`src/sv/vc2qfo_pkg.sv`:
```
// Package of types, constants and lookup functions for the VC-2 quantiser factor block.
package vc2qfo_pkg;

  localparam int QINDEX_W = 7;
  localparam int LEVEL_W = 3;
  localparam int SUBBAND_W = 2;
  localparam int FACTOR_W = 31;
  localparam int ADJ_W = 5;
  localparam int CFG_INDEX_W = 2;
  localparam int CFG_DATA_W = 3;
  localparam int FACTOR_ROM_DEPTH = 2 ** QINDEX_W;

  typedef logic [QINDEX_W-1:0] qindex_t;
  typedef logic [LEVEL_W-1:0] level_t;
  typedef logic [SUBBAND_W-1:0] subband_t;
  typedef logic [FACTOR_W-1:0] qfactor_t;
  typedef logic [ADJ_W-1:0] adj_t;
  typedef logic [CFG_INDEX_W-1:0] cfg_index_t;
  typedef logic [CFG_DATA_W-1:0] cfg_data_t;

  localparam cfg_index_t REG_WAVELET_FILTER = 2'd0;
  localparam cfg_index_t REG_TRANSFORM_DEPTH = 2'd1;

  localparam cfg_data_t FILTER_HAAR_NO_SHIFT = 3'd3;
  localparam cfg_data_t FILTER_LAST = 3'd6;
  localparam cfg_data_t MAX_DEPTH = 3'd4;

  localparam subband_t SB_LL = 2'd0;
  localparam subband_t SB_HL = 2'd1;
  localparam subband_t SB_LH = 2'd2;
  localparam subband_t SB_HH = 2'd3;

  localparam logic [1:0] PHASE_Q0 = 2'd0;
  localparam logic [1:0] PHASE_Q1 = 2'd1;
  localparam logic [1:0] PHASE_Q2 = 2'd2;

  localparam logic [63:0] MUL_Q1 = 64'd503829;
  localparam logic [63:0] RND_Q1 = 64'd52958;
  localparam logic [63:0] DIV_Q1 = 64'd105917;
  localparam logic [63:0] MUL_Q2 = 64'd665857;
  localparam logic [63:0] RND_Q2 = 64'd58854;
  localparam logic [63:0] DIV_Q2 = 64'd117708;
  localparam logic [63:0] MUL_Q3 = 64'd440253;
  localparam logic [63:0] RND_Q3 = 64'd32722;
  localparam logic [63:0] DIV_Q3 = 64'd65444;

  localparam qfactor_t OFFSET_INDEX0 = 31'd1;
  localparam qfactor_t OFFSET_INDEX1 = 31'd2;
  localparam qfactor_t OFFSET_BIAS = 31'd2;

  localparam adj_t ADJ_TABLE [7][5][4] = '{
    '{'{5'd5, 5'd0, 5'd0, 5'd0}, '{5'd0, 5'd3, 5'd3, 5'd0}, '{5'd0, 5'd4, 5'd4, 5'd1},
      '{5'd0, 5'd5, 5'd5, 5'd2}, '{5'd0, 5'd6, 5'd6, 5'd3}},
    '{'{5'd4, 5'd0, 5'd0, 5'd0}, '{5'd0, 5'd2, 5'd2, 5'd0}, '{5'd0, 5'd4, 5'd4, 5'd2},
      '{5'd0, 5'd5, 5'd5, 5'd3}, '{5'd0, 5'd7, 5'd7, 5'd5}},
    '{'{5'd5, 5'd0, 5'd0, 5'd0}, '{5'd0, 5'd3, 5'd3, 5'd0}, '{5'd0, 5'd4, 5'd4, 5'd1},
      '{5'd0, 5'd5, 5'd5, 5'd2}, '{5'd0, 5'd6, 5'd6, 5'd3}},
    '{'{5'd0, 5'd0, 5'd0, 5'd0}, '{5'd0, 5'd0, 5'd0, 5'd0}, '{5'd0, 5'd0, 5'd0, 5'd0},
      '{5'd0, 5'd0, 5'd0, 5'd0}, '{5'd0, 5'd0, 5'd0, 5'd0}},
    '{'{5'd8, 5'd0, 5'd0, 5'd0}, '{5'd0, 5'd4, 5'd4, 5'd0}, '{5'd0, 5'd4, 5'd4, 5'd0},
      '{5'd0, 5'd4, 5'd4, 5'd0}, '{5'd0, 5'd4, 5'd4, 5'd0}},
    '{'{5'd0, 5'd0, 5'd0, 5'd0}, '{5'd0, 5'd4, 5'd4, 5'd8}, '{5'd0, 5'd8, 5'd8, 5'd12},
      '{5'd0, 5'd13, 5'd13, 5'd17}, '{5'd0, 5'd17, 5'd17, 5'd21}},
    '{'{5'd3, 5'd0, 5'd0, 5'd0}, '{5'd0, 5'd1, 5'd1, 5'd0}, '{5'd0, 5'd4, 5'd4, 5'd2},
      '{5'd0, 5'd6, 5'd6, 5'd5}, '{5'd0, 5'd9, 5'd9, 5'd7}}
  };

  // The Haar filter without shift depends on the depth, so it is worked out here.
  function automatic adj_t adjustment(cfg_data_t filt, cfg_data_t depth, level_t lvl,
                                      subband_t sb);
    adj_t d5;
    adj_t l5;
    adj_t r;
    d5 = {2'b00, depth};
    l5 = {2'b00, lvl};
    r = '0;
    if (filt > FILTER_LAST || depth == '0 || depth > MAX_DEPTH || lvl > depth) begin
      r = '0;
    end else if (filt == FILTER_HAAR_NO_SHIFT) begin
      if (lvl == '0) begin
        r = (sb == SB_LL) ? adj_t'((d5 << 2) + 5'd4) : '0;
      end else if (sb == SB_HL || sb == SB_LH) begin
        r = adj_t'((d5 - l5 + 5'd1) << 2);
      end else if (sb == SB_HH) begin
        r = adj_t'((d5 - l5) << 2);
      end
    end else begin
      r = ADJ_TABLE[filt][lvl][sb];
    end
    return r;
  endfunction

  // Evaluated at elaboration only, to fill the factor table.
  function automatic qfactor_t factor_of(qindex_t i);
    logic [63:0] b;
    logic [63:0] f;
    b = 64'd1 << i[QINDEX_W-1:2];
    case (i[1:0])
      PHASE_Q0: f = b << 2;
      PHASE_Q1: f = (MUL_Q1 * b + RND_Q1) / DIV_Q1;
      PHASE_Q2: f = (MUL_Q2 * b + RND_Q2) / DIV_Q2;
      default:  f = (MUL_Q3 * b + RND_Q3) / DIV_Q3;
    endcase
    return f[FACTOR_W-1:0];
  endfunction

endpackage

```
`src/sv/vc2qfo_ifs.sv`:
```
// Handshake interfaces for the index, result and configuration channels.
interface vc2qfo_in_if;
  import vc2qfo_pkg::*;
  logic     valid;
  logic     ready;
  qindex_t  qindex;
  level_t   level;
  subband_t subband;
  modport source (output valid, output qindex, output level, output subband, input ready);
  modport sink (input valid, input qindex, input level, input subband, output ready);
endinterface

interface vc2qfo_out_if;
  import vc2qfo_pkg::*;
  logic     valid;
  logic     ready;
  qfactor_t qfactor;
  qfactor_t qoffset;
  modport source (output valid, output qfactor, output qoffset, input ready);
  modport sink (input valid, input qfactor, input qoffset, output ready);
endinterface

interface vc2qfo_cfg_if;
  import vc2qfo_pkg::*;
  logic       valid;
  logic       ready;
  cfg_index_t index;
  cfg_data_t  data;
  modport source (output valid, output index, output data, input ready);
  modport sink (input valid, input index, input data, output ready);
endinterface

```
`src/sv/vc2_quant_factor_offset_top.sv`:
```
// Top level of the VC-2 quantiser factor and offset lookup pipeline.
//
//   channel   dir  word
//   cfg       in   register index, write data (always ready)
//   item      in   qindex, level, subband
//   result    out  qfactor, qoffset
//
// One word is accepted every cycle unless a result stall backs up to item; each result passes
// through three register stages: index adjustment, factor table read, offset add.
// Reset clears the stage valid bits and the two configuration registers.
// A stall holds full stages back from result to a gap; others still fill; no word is lost.
module vc2_quant_factor_offset_top #(
  parameter int unsigned MAX_QINDEX = 115
) (
  input logic         clk,
  input logic         rst,
  vc2qfo_cfg_if.sink  cfg,
  vc2qfo_in_if.sink   item,
  vc2qfo_out_if.source result
);
  import vc2qfo_pkg::*;

  cfg_data_t wavelet_filter;
  cfg_data_t transform_depth;

  logic     s1_valid, s2_valid, s3_valid;
  logic     en1, en2, en3;
  qindex_t  s1_qi;
  qfactor_t s2_factor;
  logic     s2_zero, s2_one;
  qfactor_t s3_factor, s3_offset;

  qindex_t  qsat, qi;
  adj_t     adj;
  qfactor_t offset_next;
  logic [FACTOR_W:0] half;

  qfactor_t factor_rom [FACTOR_ROM_DEPTH];

  for (genvar g = 0; g < FACTOR_ROM_DEPTH; g++) begin : g_rom
    localparam qfactor_t ENTRY = factor_of(QINDEX_W'(g));
    assign factor_rom[g] = ENTRY;
  end

  assign cfg.ready = 1'b1;

  always_ff @(posedge clk) begin
    if (rst) begin
      wavelet_filter <= '0;
      transform_depth <= '0;
    end else if (cfg.valid) begin
      if (cfg.index == REG_WAVELET_FILTER) begin
        wavelet_filter <= cfg.data;
      end else if (cfg.index == REG_TRANSFORM_DEPTH) begin
        transform_depth <= cfg.data;
      end
    end
  end

  assign en3 = !s3_valid || result.ready;
  assign en2 = !s2_valid || en3;
  assign en1 = !s1_valid || en2;
  assign item.ready = en1;

  always_comb begin
    qsat = (item.qindex > QINDEX_W'(MAX_QINDEX)) ? QINDEX_W'(MAX_QINDEX) : item.qindex;
    adj = adjustment(wavelet_filter, transform_depth, item.level, item.subband);
    qi = (qsat > {2'b00, adj}) ? qindex_t'(qsat - {2'b00, adj}) : '0;
  end

  always_comb begin
    half = ({1'b0, s2_factor} + 32'd1) >> 1;
    if (s2_zero) begin
      offset_next = OFFSET_INDEX0 + OFFSET_BIAS;
    end else if (s2_one) begin
      offset_next = OFFSET_INDEX1 + OFFSET_BIAS;
    end else begin
      offset_next = half[FACTOR_W-1:0] + OFFSET_BIAS;
    end
  end

  always_ff @(posedge clk) begin
    if (rst) begin
      s1_valid <= 1'b0;
      s2_valid <= 1'b0;
      s3_valid <= 1'b0;
    end else begin
      if (en1) begin
        s1_valid <= item.valid;
      end
      if (en2) begin
        s2_valid <= s1_valid;
      end
      if (en3) begin
        s3_valid <= s2_valid;
      end
    end
  end

  always_ff @(posedge clk) begin
    if (en1) begin
      s1_qi <= qi;
    end
    if (en2) begin
      s2_factor <= factor_rom[s1_qi];
      s2_zero <= (s1_qi == qindex_t'(0));
      s2_one <= (s1_qi == qindex_t'(1));
    end
    if (en3) begin
      s3_factor <= s2_factor;
      s3_offset <= offset_next;
    end
  end

  assign result.valid = s3_valid;
  assign result.qfactor = s3_factor;
  assign result.qoffset = s3_offset;

endmodule

```
`src/flat_wrapper.sv`:
```
// flat-port wrapper written by rule: the top's interface ports become plain ports
module vc2_quant_factor_offset_top_flat import vc2qfo_pkg::*;
#(
  parameter int unsigned MAX_QINDEX = 115
)
  (clk, rst, cfg_valid, cfg_index, cfg_data, cfg_ready, item_valid, item_qindex, item_level, item_subband, item_ready, result_valid, result_qfactor, result_qoffset, result_ready);
  vc2qfo_cfg_if cfg_i ();
  vc2qfo_in_if item_i ();
  vc2qfo_out_if result_i ();
  input logic clk;
  input logic rst;
  input wire logic [$bits(cfg_i.valid)-1:0] cfg_valid;
  input wire logic [$bits(cfg_i.index)-1:0] cfg_index;
  input wire logic [$bits(cfg_i.data)-1:0] cfg_data;
  output wire logic [$bits(cfg_i.ready)-1:0] cfg_ready;
  input wire logic [$bits(item_i.valid)-1:0] item_valid;
  input wire logic [$bits(item_i.qindex)-1:0] item_qindex;
  input wire logic [$bits(item_i.level)-1:0] item_level;
  input wire logic [$bits(item_i.subband)-1:0] item_subband;
  output wire logic [$bits(item_i.ready)-1:0] item_ready;
  output wire logic [$bits(result_i.valid)-1:0] result_valid;
  output wire logic [$bits(result_i.qfactor)-1:0] result_qfactor;
  output wire logic [$bits(result_i.qoffset)-1:0] result_qoffset;
  input wire logic [$bits(result_i.ready)-1:0] result_ready;
  assign cfg_i.valid = cfg_valid;
  assign cfg_i.index = cfg_index;
  assign cfg_i.data = cfg_data;
  assign cfg_ready = cfg_i.ready;
  assign item_i.valid = item_valid;
  assign item_i.qindex = item_qindex;
  assign item_i.level = item_level;
  assign item_i.subband = item_subband;
  assign item_ready = item_i.ready;
  assign result_valid = result_i.valid;
  assign result_qfactor = result_i.qfactor;
  assign result_qoffset = result_i.qoffset;
  assign result_i.ready = result_ready;
  vc2_quant_factor_offset_top #(.MAX_QINDEX(MAX_QINDEX)) u_core (.clk(clk), .rst(rst), .cfg(cfg_i), .item(item_i), .result(result_i));
endmodule
```
`config.mk`:
```
export PLATFORM = sky130hd
export DESIGN_NAME = vc2_quant_factor_offset_top_flat
export DESIGN_NICKNAME = d
export VERILOG_FILES = /design/src/sv/vc2qfo_pkg.sv /design/src/sv/vc2qfo_ifs.sv /design/src/sv/vc2_quant_factor_offset_top.sv /design/src/flat_wrapper.sv
export SDC_FILE = /design/constraint.sdc
export NUM_CORES = 1
export LEC_CHECK = 0
export BUFFER_PORTS_ARGS = -buffer_cell sky130_fd_sc_hd__buf_4
export CAP_MARGIN = 10
export CORE_MARGIN = 2
export CORE_UTILIZATION = 40
export CTS_BUF_LIST = sky130_fd_sc_hd__clkbuf_4
export CTS_CLUSTER_DIAMETER = 50
export DETAILED_ROUTE_END_ITERATION = 12
export PLACE_DENSITY = 0.54
export SYNTH_ARGS = -nofsm -noshare
export SYNTH_HDL_FRONTEND = slang
export SYNTH_SLANG_ARGS = --single-unit
```
`constraint.sdc`:
```
create_clock -name clk -period 4.8 [get_ports clk]
set_input_delay 0.48 -clock clk [delete_from_list [all_inputs] [get_ports clk]]
set_output_delay 0.48 -clock clk [all_outputs]
set_load 0.05 [all_outputs]
```
==> out/qor.yml <==
avgSynthCellArea_um2: 8.71
yosysWarnings: 0
cp_top_family: "simple AND/OR/NAND/NOR gates"
portBuffers: 85
cts_sinks: 111
htree_levels: 3
vias: 6933
grt_first_pass_wirelength_um: 33300
hold_viol_final: 0
clkPwrFrac: 0.127
drt-pass1-iter-count: 5
fill_cells: 1976
grt_use_total: 0.191
drc: 0
final_common_cell: "nor2_1"
hold_class: "in2reg"
top_usage_layer: "met2"
total_power_mw: 3.31
ys_seq_elements: 111
cts_buffer_depth: 2
drive_gt1_frac: 0.148
fin_ws_ns: 0.951
ir_drop_v: 0.000185
synth-async-reset-ratio: 0
path_max_fanout: 15
timing.fmax_mhz: 260
grt_overflow: 0
syn_to_final_growth_pct: 12.0
routedWlPerCell_um: 16.8
place_inst: 1221
arrival_ns: 4.17
dp_hpwl_um: 15200
drt_iter0_drc: 590
p_int_mw: 1.86
synth_top_flop_cell: "edfxtp_1"
cp_slowest_stage_delay_ns: 0.70
syn-num-nets: 962
critPathLaunchType: "flop"
critPathBufInv: 0
drv_slew: 0
finalCritPeriodShare: 0.802
row_count: 51
ant_nets: 0
die_area_um2: 21100
multi_input_area_um2: 4380
p_per_area_nw_per_um2: 369
most-common-layout-cells: "nor2_1, edfxtp_1, buf_4"
antenna_found_initial: 1
cp-end-kind: "flop"
path_clk_slew_ns: 0.17
synth_edf_count: 102
p_leak_nw: 3.45
postCtsHoldBufs: 0
setup_violations: 0
final_util: 0.459
yosysUniqueCellTypes: 81
path_cells: "ha_1 > nand3_1 > nor3_2 > nand4_1 > xnor2_1 > nand4_1 > or4_1 > o32ai_1"
status: "complete, no violations"
insertion_delay_ns: 0.49
fin_crit_ns: 3.85
drt_wl_total_um: 20800
gp_congestion: 0.909
worstPathRequired_ns: 5.13
seq_area_um2: 3240
finalSetupTns_ns: 0
tightest_slew_ns: 0.804
final_nets: 1012
ys_seq_area_frac: 0.406
finClkSkew_ns: 0.0326
use_met3: 0.0266
max-cap-violations: 0
grt_max_degree: 63
fin_cells: 1239
crit_top_cell: "nand4_1"
clockRootBuffer: "clkbuf_4"
grt_pass1_vias: 6282
postCtsSetupBuffers: 0
power_frac_comb: 0.433
synthCells: 918
die_w_um: 145
post-place-ws_ns: 0.923
coreArea_um2: 19500
grtUsageMet1: 0.277
ios: 87
grt_use_met2: 0.301
syn_area_um2: 8000
crit_type: "reg2reg"
maxSlewHeadroom: 0.460
cts_tree: "done"
cp_slowest_cell: "or4_1"
ctsResizeCount: 0
switching_share: 0.438
drt-vias-per-instance: 5.60
start_util: 0.410
cts_buffers: 9
die_y_um: 145
switching_power_mw: 1.45
seq_power_share: 0.441
grt_setup_unrepaired: "no"
==> flip-flops by register name, summed over array words and instances, names as in the netlist <==
register	cells
u_core.s2_valid	1
u_core.s1_qi	7
u_core.result.valid	1
u_core.s2_factor	31
u_core.s2_one	1
u_core.transform_depth	3
u_core.result.qoffset	31
u_core.s2_zero	1
u_core.result.qfactor	31
u_core.s1_valid	1
u_core.wavelet_filter	3
==> layout make-up <==
| type | count | area share |
|---|---|---|
| Inverter | 36 | 0.0151 |
| Multi-Input combinational cell | 712 | 0.489 |
| Clock inverter | 6 | 0.00391 |
| Clock buffer | 10 | 0.00838 |
| Tap cell | 265 | 0.0370 |
| Antenna cell | 1 | 0.000279 |
| Sequential cell | 111 | 0.362 |
| Timing Repair Buffer | 98 | 0.0843 |
==> cell usage after synthesis (8+ instances only) <==
master,number,area [µm²]
a31oi_1,11,68.8
and2_1,15,93.8
ha_1,20,250
xor2_1,13,114
edfxtp_1,102,3060
a211oi_1,16,120
clkbuf_1,46,173
a21oi_1,66,330
o211ai_1,9,67.6
inv_1,35,131
nand2_1,87,327
nand4_1,15,93.8
dfxtp_1,9,180
mux2i_1,22,220
nand2b_1,13,81.3
nor2_1,111,417
xnor2_1,26,228
nor4_1,16,100
o21ai_0,53,265
nor3_1,27,135
or2_2,8,50.1
nand3_1,35,175
o22ai_1,10,62.6
and3_1,9,56.3
nor2b_1,16,100
==> final timing paths <==
path,cells past startpoint,end,from,slack [ns]
max,8,u_core.result.qoffset[30]$_SDFFCE_PP0P_,u_core.s2_factor[1]$_DFFE_PP_,0.95
min reg2reg,2,u_core.result.valid$_SDFFE_PP0P_,u_core.s2_valid$_SDFFE_PP0P_,0.50
max reg2reg,8,u_core.result.qoffset[30]$_SDFFCE_PP0P_,u_core.s2_factor[1]$_DFFE_PP_,0.95
min,2,u_core.s2_valid$_SDFFE_PP0P_,rst,0.21
==> through the flow <==
step / hold WS [ns] / area, µm²
floorplan: 0.421 / 8000
global placement: 0.457 / 8820
detailed placement: 0.476 / 8820
CTS: 0.171 / 8930
global route: 0.169 / 8960
finish: 0.206 / 8960
==> cell families (layout without fill, tap and decap cells) <==
| logic type | Yosys count | after routing | share of synthesized area |
|---|---|---|---|
| AO/OA/AOI/OAI | 231 | 231 | 0.186 |
| XOR/XNOR | 39 | 39 | 0.0427 |
| other | 1 | 2 | 0.000469 |
| buffers and inverters | 95 | 150 | 0.0466 |
| adder cells (fa/ha/maj) | 22 | 22 | 0.0363 |
| flip-flops | 111 | 111 | 0.406 |
| AND/OR/NAND/NOR | 393 | 393 | 0.248 |
| multiplexers | 26 | 26 | 0.0346 |
==> metal layers <==
metal / share of wire / vias up
li1: - / 3502
met1: 0.48 / 3199
met2: 0.45 / 209
met3: 0.055 / 23
met4: 0.016 / 0
met5: 0 / -
==> power groups by stage <==
stage | logic [mW] | registers [mW] | clock network, mW
final | 1.43 | 1.46 | 0.420
after detailed placement | 1.42 | 1.48 | 0
after global placement | 1.42 | 1.48 | 0
after floorplan | 0.652 | 1.84 | 0
after CTS | 1.43 | 1.46 | 0.438
after global routing | 1.53 | 1.49 | 0.472
(Power assumes the default switching activity.)
